## src/hdl/kscap_pkg.sv

```systemverilog
// Shared types and constants for the keyed signature capture table.
// No dependencies; imported by keyed_signature_capture_table and tb.
`default_nettype none

package kscap_pkg;

  // Operation codes carried in in_tuser
  localparam logic [1:0] MODE_CAPTURE = 2'd0;
  localparam logic [1:0] MODE_LOOKUP  = 2'd1;
  localparam logic [1:0] MODE_CLEAR   = 2'd2;

  // Fixed field widths
  localparam int COUNT_W = 8;
  localparam int WORLD_W = 32;
  localparam int KEY_W   = 64;
  localparam int TAIL_W  = 56;
  localparam int OCNT_W  = 5;

  // Shortest signature that a capture may carry, and the tail bytes beyond it
  localparam int MIN_SIG_BYTES = 12;
  localparam int TAIL_BYTES    = TAIL_W / 8;

  // Stored payload: {count, tail, world}
  localparam int PAY_W = WORLD_W + TAIL_W + OCNT_W;

  typedef enum logic [1:0] {
    ST_IDLE,
    ST_EXEC,
    ST_READ
  } kscap_state_t;

endpackage

`default_nettype wire

```

## src/hdl/keyed_signature_capture_table.sv

```systemverilog
// Keyed signature capture table: key match registers, payload memory, control.
// Depends on kscap_pkg.
//
// Fully associative table of TABLE_ENTRIES signatures keyed by a 64-bit session id.
// Keys and occupancy bits sit in registers and are matched in parallel; the
// world datum, tail bytes and count sit in a one-port-write, registered-read
// payload memory. One item is in work at a time. A capture, a clear or an
// ignored mode is accepted, then matched and written back in the exec state,
// which loads the output register; a lookup adds a read state for the
// registered read of the payload memory. Both states wait while the output
// register is full and not taken. The next item is accepted in the cycle after
// the result is loaded, while that result may still wait on out_tready. Clear
// resets only occupancy bits and the cursor, so it needs no sweep and there is no clearing pass after reset.
`default_nettype none

module keyed_signature_capture_table
  import kscap_pkg::*;
#(
  parameter int TABLE_ENTRIES = 8,
  parameter int MAX_SIG_BYTES = 19
) (
  input  wire logic         clk,
  input  wire logic         rst_n,
  input  wire logic         in_tvalid,
  output logic              in_tready,
  // from bit 0: present[0], byte_count[8:1], world_datum[40:9],
  // session_id[104:41], tail_bytes[160:105], zero pad[167:161]
  input  wire logic [167:0] in_tdata,
  // from bit 0: mode[1:0]
  input  wire logic [1:0]   in_tuser,
  output logic              out_tvalid,
  input  wire logic         out_tready,
  // from bit 0: accepted[0], new_entry[1], found[2], out_world[34:3],
  // out_tail[90:35], out_count[95:91]
  output logic [95:0]       out_tdata
);

  localparam int IDX_W = (TABLE_ENTRIES > 1) ? $clog2(TABLE_ENTRIES) : 1;
  localparam logic [IDX_W-1:0] LAST_IDX = IDX_W'(TABLE_ENTRIES - 1);

  kscap_state_t state_r, state_nxt;

  // Request registers
  logic [1:0]         req_mode_r;
  logic               req_present_r;
  logic [COUNT_W-1:0] req_count_r;
  logic [WORLD_W-1:0] req_world_r;
  logic [KEY_W-1:0]   req_key_r;
  logic [TAIL_W-1:0]  req_tail_r;

  // Table state
  logic [KEY_W-1:0]         key_r [TABLE_ENTRIES];
  logic [TABLE_ENTRIES-1:0] used_r;
  logic [IDX_W-1:0]         cursor_r;
  logic [PAY_W-1:0]         pay_mem [TABLE_ENTRIES];
  logic [PAY_W-1:0]         rd_r;
  logic                     found_r;

  // Output register
  logic        out_valid_r;
  logic [95:0] out_data_r;

  logic                     in_acc;
  logic                     out_free;
  logic [TABLE_ENTRIES-1:0] hit_vec;
  logic                     hit;
  logic [IDX_W-1:0]         hit_idx;
  logic                     has_free;
  logic [IDX_W-1:0]         free_idx;
  logic [IDX_W-1:0]         tgt_idx;
  logic                     cap_ok;
  logic [TAIL_W-1:0]        tail_keep;

  // control decoded in the exec and read states
  logic do_write;
  logic do_clear;
  logic do_read;
  logic do_advance;
  logic load_exec;
  logic load_read;

  assign in_acc   = in_tvalid && in_tready;
  assign out_free = !out_valid_r || out_tready;

  // Parallel match; stored keys are unique, so the hit vector is one-hot or empty
  always_comb begin
    hit_idx = '0;
    for (int i = 0; i < TABLE_ENTRIES; i++) begin
      hit_vec[i] = used_r[i] && (key_r[i] == req_key_r);
      if (hit_vec[i]) begin
        hit_idx = hit_idx | IDX_W'(i);
      end
    end
    hit = |hit_vec;
  end

  // Lowest free entry
  always_comb begin
    free_idx = '0;
    for (int i = TABLE_ENTRIES - 1; i >= 0; i--) begin
      if (!used_r[i]) begin
        free_idx = IDX_W'(i);
      end
    end
    has_free = !(&used_r);
  end

  assign cap_ok = req_present_r
                  && (req_count_r >= COUNT_W'(MIN_SIG_BYTES))
                  && (req_count_r <= COUNT_W'(MAX_SIG_BYTES))
                  && (req_key_r != '0);

  // Zero tail bytes at or beyond the count
  always_comb begin
    for (int b = 0; b < TAIL_BYTES; b++) begin
      tail_keep[b*8 +: 8] = (req_count_r > COUNT_W'(MIN_SIG_BYTES + b)) ?
                            req_tail_r[b*8 +: 8] : 8'h00;
    end
  end

  always_comb begin
    if (hit) begin
      tgt_idx = hit_idx;
    end else if (has_free) begin
      tgt_idx = free_idx;
    end else begin
      tgt_idx = cursor_r;
    end
  end

  // Next state and control
  always_comb begin
    state_nxt  = state_r;
    in_tready  = 1'b0;
    do_write   = 1'b0;
    do_clear   = 1'b0;
    do_read    = 1'b0;
    do_advance = 1'b0;
    load_exec  = 1'b0;
    load_read  = 1'b0;
    case (state_r)
      ST_IDLE: begin
        in_tready = 1'b1;
        if (in_tvalid) begin
          state_nxt = ST_EXEC;
        end
      end
      ST_EXEC: begin
        // hold until the output register can take a result
        if (out_free) begin
          case (req_mode_r)
            MODE_CAPTURE: begin
              do_write   = cap_ok;
              do_advance = cap_ok && !hit && !has_free;
              load_exec  = 1'b1;
              state_nxt  = ST_IDLE;
            end
            MODE_LOOKUP: begin
              do_read   = 1'b1;
              state_nxt = ST_READ;
            end
            MODE_CLEAR: begin
              do_clear  = 1'b1;
              load_exec = 1'b1;
              state_nxt = ST_IDLE;
            end
            default: begin
              load_exec = 1'b1;
              state_nxt = ST_IDLE;
            end
          endcase
        end
      end
      ST_READ: begin
        if (out_free) begin
          load_read = 1'b1;
          state_nxt = ST_IDLE;
        end
      end
      default: begin
        state_nxt = ST_IDLE;
      end
    endcase
  end

  always_ff @(posedge clk) begin
    if (!rst_n) begin
      state_r <= ST_IDLE;
    end else begin
      state_r <= state_nxt;
    end
  end

  always_ff @(posedge clk) begin
    if (in_acc) begin
      req_mode_r    <= in_tuser;
      req_present_r <= in_tdata[0];
      req_count_r   <= in_tdata[8:1];
      req_world_r   <= in_tdata[40:9];
      req_key_r     <= in_tdata[104:41];
      req_tail_r    <= in_tdata[160:105];
    end
  end

  // Occupancy and cursor
  always_ff @(posedge clk) begin
    if (!rst_n) begin
      used_r   <= '0;
      cursor_r <= '0;
    end else if (do_clear) begin
      used_r   <= '0;
      cursor_r <= '0;
    end else begin
      if (do_write) begin
        used_r[tgt_idx] <= 1'b1;
      end
      if (do_advance) begin
        cursor_r <= (cursor_r == LAST_IDX) ? '0 : cursor_r + 1'b1;
      end
    end
  end

  always_ff @(posedge clk) begin
    if (do_write) begin
      key_r[tgt_idx] <= req_key_r;
    end
  end

  // Payload memory: one write port, one registered read port
  always_ff @(posedge clk) begin
    if (do_write) begin
      pay_mem[tgt_idx] <= {req_count_r[OCNT_W-1:0], tail_keep, req_world_r};
    end
  end

  always_ff @(posedge clk) begin
    if (do_read) begin
      rd_r    <= pay_mem[hit_idx];
      found_r <= hit;
    end
  end

  // Output register
  always_ff @(posedge clk) begin
    if (!rst_n) begin
      out_valid_r <= 1'b0;
    end else if (load_exec || load_read) begin
      out_valid_r <= 1'b1;
    end else if (out_tready) begin
      out_valid_r <= 1'b0;
    end
  end

  // payload is stored as {count, tail, world}, the same order as out_tdata[95:3]
  always_ff @(posedge clk) begin
    if (load_exec) begin
      out_data_r <= {93'd0, 1'b0, do_write && !hit, do_write};
    end else if (load_read) begin
      out_data_r <= found_r ? {rd_r, 1'b1, 2'b00} : '0;
    end
  end

  assign out_tvalid = out_valid_r;
  assign out_tdata  = out_data_r;

  // Keys of occupied entries stay unique
  assert property (@(posedge clk) disable iff (!rst_n)
    (state_r == ST_EXEC) |-> $onehot0(hit_vec))
    else $error("duplicate key in table");

  // A clear empties the table by the next cycle
  assert property (@(posedge clk) disable iff (!rst_n)
    do_clear |=> (used_r == '0) && (cursor_r == '0))
    else $error("clear left occupied entries");

  // A new entry is only reported for a stored capture
  assert property (@(posedge clk) disable iff (!rst_n)
    out_valid_r && out_data_r[1] |-> out_data_r[0])
    else $error("new_entry without accepted");

  // Capture and lookup flags never show together
  assert property (@(posedge clk) disable iff (!rst_n)
    out_valid_r |-> !(out_data_r[0] && out_data_r[2]))
    else $error("accepted and found both set");

  // No result is overwritten before it is taken
  assert property (@(posedge clk) disable iff (!rst_n)
    (out_valid_r && !out_tready) |-> !(load_exec || load_read))
    else $error("result overwritten while stalled");

endmodule

`default_nettype wire

```

## config.mk

```make
export PLATFORM = sky130hd
export DESIGN_NAME = keyed_signature_capture_table
export DESIGN_NICKNAME = d
export VERILOG_FILES = /design/src/hdl/kscap_pkg.sv /design/src/hdl/keyed_signature_capture_table.sv
export SDC_FILE = /design/constraint.sdc
export NUM_CORES = 2
export LEC_CHECK = 0
export BUFFER_PORTS_ARGS = -buffer_cell sky130_fd_sc_hd__buf_2
export CORE_AREA = 2 2 485 584
export DETAILED_ROUTE_END_ITERATION = 12
export DIE_AREA = 0 0 487 586
export SLEW_MARGIN = 15
export SYNTH_ARGS = -nofsm -noshare
export SYNTH_HDL_FRONTEND = slang
export SYNTH_SLANG_ARGS = --single-unit
export TNS_END_PERCENT = 5
```

## constraint.sdc

```tcl
create_clock -name clk -period 18 [get_ports clk]
set_clock_uncertainty 0.15 [all_clocks]
set_input_delay 2.7 -clock clk [delete_from_list [all_inputs] [get_ports clk]]
set_output_delay 2.7 -clock clk [all_outputs]
set_load 0.005 [all_outputs]
```

## Yosys cells after proc, flatten, opt, wreduce, memory -nomap -nowiden

Memory sizes are Yosys's and may differ from the RTL's. A register that Yosys moved wholly into a read port is not among the register bits.
Index checks and enable logic that the tools add are counted.

| cells by class | value |
|---|---|
| reduce and logical (&&, ||, !) cells | 29 |
| div/mod/pow operators | 0 |
| mux-type cells | 57 |
| magnitude comparators | 11 |
| equal/unequal tests | 16 |
| $mul | 0 |
| $add $sub $neg | 1 |
| shift-type cells | 0 |
| bitwise operators | 2 |

Operators with widths:

| cell | count |
|---|---|
| $eq A64 B64 Y1 | 8 |
| $mux W96 | 1 |
| $reduce_bool A64 Y1 | 1 |
| $mux W8 | 7 |
| $mux W3 | 15 |
| $gt A8 B4 Y1 const B | 4 |
| $gt A8 B5 Y1 const B | 3 |
| $mux W1 | 24 |
| $logic_and A1 B1 Y1 | 16 |
| $mux W2 | 8 |
| $ge A8 B4 Y1 const B | 1 |
| $le A8 B5 Y1 const B | 1 |
| $or A8 B8 Y8 | 1 |
| $reduce_and A8 Y1 | 1 |
| $reduce_or A8 Y1 | 1 |
| $ne A2 B2 Y1 const B | 3 |
| $pmux W2 S3 | 1 |
| $eq A2 B1 Y1 const B | 2 |
| $eq A2 B2 Y1 const B | 2 |
| $logic_not A2 Y1 | 2 |
| $lt A3 B4 Y1 const B | 1 |
| $reduce_bool A2 Y1 | 2 |
| $add A3 B1 Y3 const B | 1 |
| $demux W1 S3 | 1 |
| other kinds (7) | 9 |

| word-level totals | value |
|---|---|
| word-level logic and storage cells | 131 |
| bits in read-only memories | 0 |
| flip-flop bits (word level) | 274 |
| bits in writable memories | 1256 |
| memories | 2 |
| output and inout bits | 98 |
| bits of input ports | 174 |
| bits in latches | 0 |

Memories:

| name | depth | width | read ports | clocked after Yosys merged registers in | write ports | RTL line | text |
|---|---|---|---|---|---|---|---|
| pay_mem | 8 | 93 | 1 | 1 | 1 | keyed_signature_capture_table.sv:55 | `logic [PAY_W-1:0] pay_mem [TABLE_ENTRIES];` |
| key_r | 8 | 64 | 8 | 0 | 1 | keyed_signature_capture_table.sv:52 | `logic [KEY_W-1:0] key_r [TABLE_ENTRIES];` |

## Depth between registers and ports, before layout

An unclocked memory read counts as a cell.

| depth | value |
|---|---|
| depth after elaboration | 16 |
| depth in mapped cells | 12 |
| gate-level depth less buffers | 9 |

## Least setup slack after synthesis

No wires, ideal clock.

| timing | value |
|---|---|
| path type | input to register |
| start point | input out_tready |
| end point | memory key_r[4][0] (enable) |
| arrival | 15.359 ns |
| required time | 16.945 ns |
| buffers on the path | 0 |
| library setup time | 0.905 ns |
| slack | 1.586 ns |
| stages on the path | 6 |
| cell sequence | nand2b_1 -> nand3b_1 -> or2_2 -> nor4_1 -> inv_1 -> a211oi_1 |

| between the ends | value |
|---|---|
| word-level cells in the longest chain between the ends | 5 |

Ends and longest elaborated chain:

| item | RTL line | text |
|---|---|---|
| from (decl) | keyed_signature_capture_table.sv:32 | `input wire logic out_tready,` |
| $logic_or A1 B1 Y1 | keyed_signature_capture_table.sv:83 | `assign out_free = !out_valid_r \|\| out_tready;` |
| $mux W1 | keyed_signature_capture_table.sv:150 | `if (out_free) begin` |
| $mux W1 | keyed_signature_capture_table.sv:141 | `case (state_r)` |
| $mux W1 | keyed_signature_capture_table.sv:224 | `if (do_write) begin` |
| $mux W1 (implied by the code) | keyed_signature_capture_table.sv:225 | `key_r[tgt_idx] <= req_key_r;` |
| to (decl) | keyed_signature_capture_table.sv:52 |  |

Every way passes these cells.

## Worst setup path after layout

| timing | value |
|---|---|
| start point | register req_key_r[53] |
| end point | memory pay_mem[1][20] (netlist bit) (enable) |

| between the ends | value |
|---|---|
| word-level cells in the longest chain between the ends | 10 |
| elaborated cells between the ends (all ways) | 32 |
| those cells by class | 8 x eq/ne; 13 x mux; 11 x reduce/logical |

Ends and longest elaborated chain:

| item | RTL line | text |
|---|---|---|
| from (decl) | keyed_signature_capture_table.sv:48 | `logic [KEY_W-1:0] req_key_r;` |
| from (signal assigned) | keyed_signature_capture_table.sv:200 | `req_key_r <= in_tdata[104:41];` |
| $eq A64 B64 Y1 | keyed_signature_capture_table.sv:89 | `hit_vec[i] = used_r[i] && (key_r[i] == req_key_r);` |
| $logic_and A1 B1 Y1 | keyed_signature_capture_table.sv:89 |  |
| $mux W1 | keyed_signature_capture_table.sv:90 | `if (hit_vec[i]) begin` |
| $mux W2 (2 in series) | keyed_signature_capture_table.sv:90 |  |
| $mux W3 (4 in series) | keyed_signature_capture_table.sv:90 |  |
| $mux W3 | keyed_signature_capture_table.sv:122 | `if (hit) begin` |
| to (decl) | keyed_signature_capture_table.sv:55 |  |

Several ways; a longest one is shown, not always the timed one.

==> results.txt <==
- The run finished with clean final reports.
- Post-CTS repair changed the size of 0 cells.
- Input and output buffers added on the ports amount to 264.
- In this run, placement finished with an instance count of 7607.
* Least-Margin Pin Slew: 1310 ps
- When the netlist entered floorplanning its net count stood at 3911.
* Filler cell count in the final layout: 27900
- Final hold violations: 0
* Routed len/inst: 22.5 µm
- CTS tree: built
* Sequential cell area in the final layout: 0.0477 mm²
- Syn avg cell area: 17.2 µm²
- Number of non-filler instances in the completed layout: 7922
* Number of enable-type register cells in the synthesized netlist: 1515
* CTS Hold Buffers Added: 0
- Crit path DAT: 7340 ps
- For this run, global-route usage on met1 was measured as 14.7%.
- The routed design could run at a clock period as short as 7070 ps.
* Later-pin clock latency in the skew report: 830 ps
- Buffer levels on the longest clock path: 4
- The layer flagged by global routing as most heavily used is met2.
- Logic gate share of total power: 3.6%
- For met2 alone, demand over resource in global routing was 21.5%.
- In this run the core area contains 213 standard-cell rows.
- The detail route stage leaves a number of antenna-violating nets equal to 0.
- During synthesis, Yosys emitted a total of 0 warnings.
- The final layout contains 4307 nets.
* Total clock sinks: 1623
- Total GRT Usage: 12.2%
- Synthesized flop and latch total: 1623
* Finish-stage setup viols: 0
- Hold Worst Slack: 246 ps
- Number of antenna violations at the first check in global routing: 22
- Via/cell ratio: 4.43
- Clock-pin slew was measured on the worst setup and hold paths at 70 ps.
- Area overhead of the layout relative to synthesis: 18.5%
* Number of max-slew violations in the final report: 0
- During I/O placement, the number of pins put on the boundary was 272.
- The pre-antenna-repair detailed-routing pass consisted of 6 iterations.
- Fraction of synthesis flops using an asynchronous set or reset pin: 0%
- Internal Pwr Total: 6.37 mW
- STA classifies the critical path startpoint as a flop.
- Root buf cell: sky130_fd_sc_hd__clkbuf_16
* Crit end category: flop
* Wire length of the first global-routing pass: 253 mm
- Summing every instance area after synthesis gives 0.0641 mm².
- Met3 Usage GRT: 2.06%
* Path type of the worst min-delay path: reg -> reg
- Final period util: 39.3%
* Fraction of power consumed by the clock network: 44.7%
* Total area of multi-input combinational cells: 0.0155 mm²
* Final Wtd Congestion: 0.879
- Total negative slack for setup checks: 0 ps
* Critical Path RT: 18270 ps
* H-tree level count: 4
- Overall routed net length: 179 mm
- Pwr dens: 107 mW/mm²
* Core ar.: 0.280 mm²
- DRC violations left: 0
* Largest fanout on the critical path: 49
* Proportion of layout cells with a drive suffix above 1: 17.3%
* Sequential share of the synthesized area: 74.4%
* Highest achievable clock rate: 0.141 GHz
- Across the run, the number of max-cap violations was 0.
- Number of buffers added for setup after CTS: 0
- Post-synthesis cell count: 3735
- Switching power: 1.72 mW
- DIE AREA: 0.285 mm²
- Switch share: 21.3%
- Sequential fraction of design power: 51.7%
* Vias: 35100
- In this run, CTS created clock tree buffers numbering 177.
- The initial utilization of the core area, before any placement, comes to 22.9%.
- Global routing finished with a remaining overflow of 0.
- The analysis attributes to cell leakage a power of 26.5 nW.
- Setup repair after global routing left no endpoint under its margin.
* Via count of the first global-routing pass: 35700
* Largest net degree at the start of global routing: 154
- The worst pin sits at a relative slew slack of 11.7%.
- Among all flip-flop cells after synthesis, the most frequent one is sky130_fd_sc_hd__edfxtp_1.
- Detailed placement finished with a half-perimeter wire length of 104 mm.
- Max VDD drop: 0.0859 mV
- The first routing iteration left 2922 violations.
- DIE WIDTH: 487 µm
- Yosys mapped the design onto 71 distinct sky130hd cell types.
- Chip Height: 586 µm
* Critical path start-end classification: reg -> reg
registers in the layout, indices dropped and copies added, names as in the netlist, 2 cells and up:
| register | flops |
|---|---|
| cursor_r | 3 |
| key_r | 512 |
| out_tdata | 96 |
| pay_mem | 744 |
| rd_r | 93 |
| req_count_r | 8 |
| req_key_r | 64 |
| req_mode_r | 2 |
| req_tail_r | 56 |
| req_world_r | 32 |
| state_r | 2 |
| used_r | 8 |
per-stage QoR:
stage	total power [mW]	setup slack, ps	util (%)	instance area, µm²
finish	8.09	10930	27.2	75900
global route	8.35	10760	27.2	75900
CTS	8.19	11150	27.2	75900
detailed placement	4.56	10650	25.1	70200
global placement	4.55	10760	25.1	70200
floorplan	4.41	1590	-	64100
cells by family after synthesis:
kind of cell    count (synthesis)  synth area share (%)
mux                           378                  5.91
simple gates                  720                  6.61
flops                        1623                  74.4
fa+ha+maj                       2                0.0390
buf+inv                       218                  1.63
compound gates                376                  5.72
xor+xnor                      418                  5.71
Yosys cell counts (4+ instances only):
| cell | count | area [µm²] |
|---|---|---|
| sky130_fd_sc_hd__a211oi_1 | 4 | 30.0 |
| sky130_fd_sc_hd__a21oi_1 | 7 | 35.0 |
| sky130_fd_sc_hd__a221oi_1 | 23 | 201 |
| sky130_fd_sc_hd__a221oi_2 | 71 | 1070 |
| sky130_fd_sc_hd__a22o_1 | 190 | 1660 |
| sky130_fd_sc_hd__and2_1 | 52 | 325 |
| sky130_fd_sc_hd__and3_1 | 4 | 25.0 |
| sky130_fd_sc_hd__buf_1 | 24 | 90.1 |
| sky130_fd_sc_hd__buf_2 | 93 | 465 |
| sky130_fd_sc_hd__buf_4 | 11 | 82.6 |
| sky130_fd_sc_hd__buf_6 | 9 | 101 |
| sky130_fd_sc_hd__clkbuf_1 | 30 | 113 |
| sky130_fd_sc_hd__dfxtp_1 | 108 | 2160 |
| sky130_fd_sc_hd__edfxtp_1 | 1515 | 45500 |
| sky130_fd_sc_hd__inv_1 | 50 | 188 |
| sky130_fd_sc_hd__mux2i_1 | 377 | 3770 |
| sky130_fd_sc_hd__nand2_1 | 65 | 244 |
| sky130_fd_sc_hd__nand2b_1 | 134 | 838 |
| sky130_fd_sc_hd__nand3_1 | 34 | 170 |
| sky130_fd_sc_hd__nand4_1 | 178 | 1110 |
| sky130_fd_sc_hd__nand4b_1 | 4 | 35.0 |
| sky130_fd_sc_hd__nor2_1 | 52 | 195 |
| sky130_fd_sc_hd__nor2b_1 | 29 | 181 |
| sky130_fd_sc_hd__nor3_1 | 34 | 170 |
| sky130_fd_sc_hd__nor4_1 | 97 | 607 |
| sky130_fd_sc_hd__nor4b_1 | 6 | 52.6 |
| sky130_fd_sc_hd__o2111ai_1 | 28 | 245 |
| sky130_fd_sc_hd__o21ai_0 | 11 | 55.1 |
| sky130_fd_sc_hd__o22ai_1 | 6 | 37.5 |
| sky130_fd_sc_hd__xnor2_1 | 333 | 2920 |
| sky130_fd_sc_hd__xor2_1 | 85 | 744 |
worst paths after layout:
| check | startpoint | to | slack [ps] | depth (start not counted) |
|---|---|---|---|---|
| worst max register to register | req_key_r[53] | pay_mem[1][20] | 10930 | 12 |
| worst min register to register | rd_r[18] | out_tdata[21] | 250 | 1 |
| worst min-delay path | rd_r[18] | out_tdata[21] | 250 | 1 |
| worst max-delay path | req_key_r[53] | pay_mem[1][20] | 10930 | 12 |
metal layers:
| layer | up-vias | wire [µm] | part of all wire (%) |
|---|---|---|---|
| li1 | 15500 | - | - |
| met1 | 17900 | 71700 | 40 |
| met2 | 1296 | 89600 | 50 |
| met3 | 364 | 10400 | 5.8 |
| met4 | 4 | 6760 | 3.8 |
| met5 | - | 102 | 0.057 |
critical path: stages (launching register included):
cell and delay, ps:
sky130_fd_sc_hd__edfxtp_1 320, sky130_fd_sc_hd__buf_4 410, sky130_fd_sc_hd__inv_1 330, sky130_fd_sc_hd__a2111o_1 460, sky130_fd_sc_hd__nor4_1 270, sky130_fd_sc_hd__nand4_1 220, sky130_fd_sc_hd__nor4_1 1090, sky130_fd_sc_hd__nor3_1 510
sky130_fd_sc_hd__and2_1 360, sky130_fd_sc_hd__a211oi_1 470, sky130_fd_sc_hd__and3b_4 520, sky130_fd_sc_hd__buf_4 650, sky130_fd_sc_hd__buf_4 800
cells in the final DEF, fill, tap and decap left out, drive strengths merged, types with 61 or more instances in the layout:
cell / count
edfxtp: 1515
buf: 384
mux2i: 377
xnor2: 333
clkbuf: 224
a22o: 190
nand4: 178
nand2b: 134
dfxtp: 108
nor4: 99
a221oi: 94
xor2: 85
nand2: 65
inv: 61
power groups by stage:
stage / logic (mW) / registers [mW] / clock network, mW
after floorplan: 0.139 / 4.27 / 0
after global placement: 0.292 / 4.26 / 0
after detailed placement: 0.295 / 4.26 / 0
after CTS: 0.296 / 4.18 / 3.71
after global routing: 0.313 / 4.18 / 3.86
final: 0.295 / 4.18 / 3.61
layout make-up:
class / count / share of cell area, %
Sequential cell: 1623 / 62.8
Multi-Input combinational cell: 1894 / 20.4
Clock buffer: 224 / 6.23
Tap cell: 3655 / 6.02
Timing Repair Buffer: 384 / 2.99
Clock inverter: 90 / 1.32
Inverter: 51 / 0.252
Antenna cell: 1 / 0.00330
No activity file was read; power rests on OpenSTA's default activity.
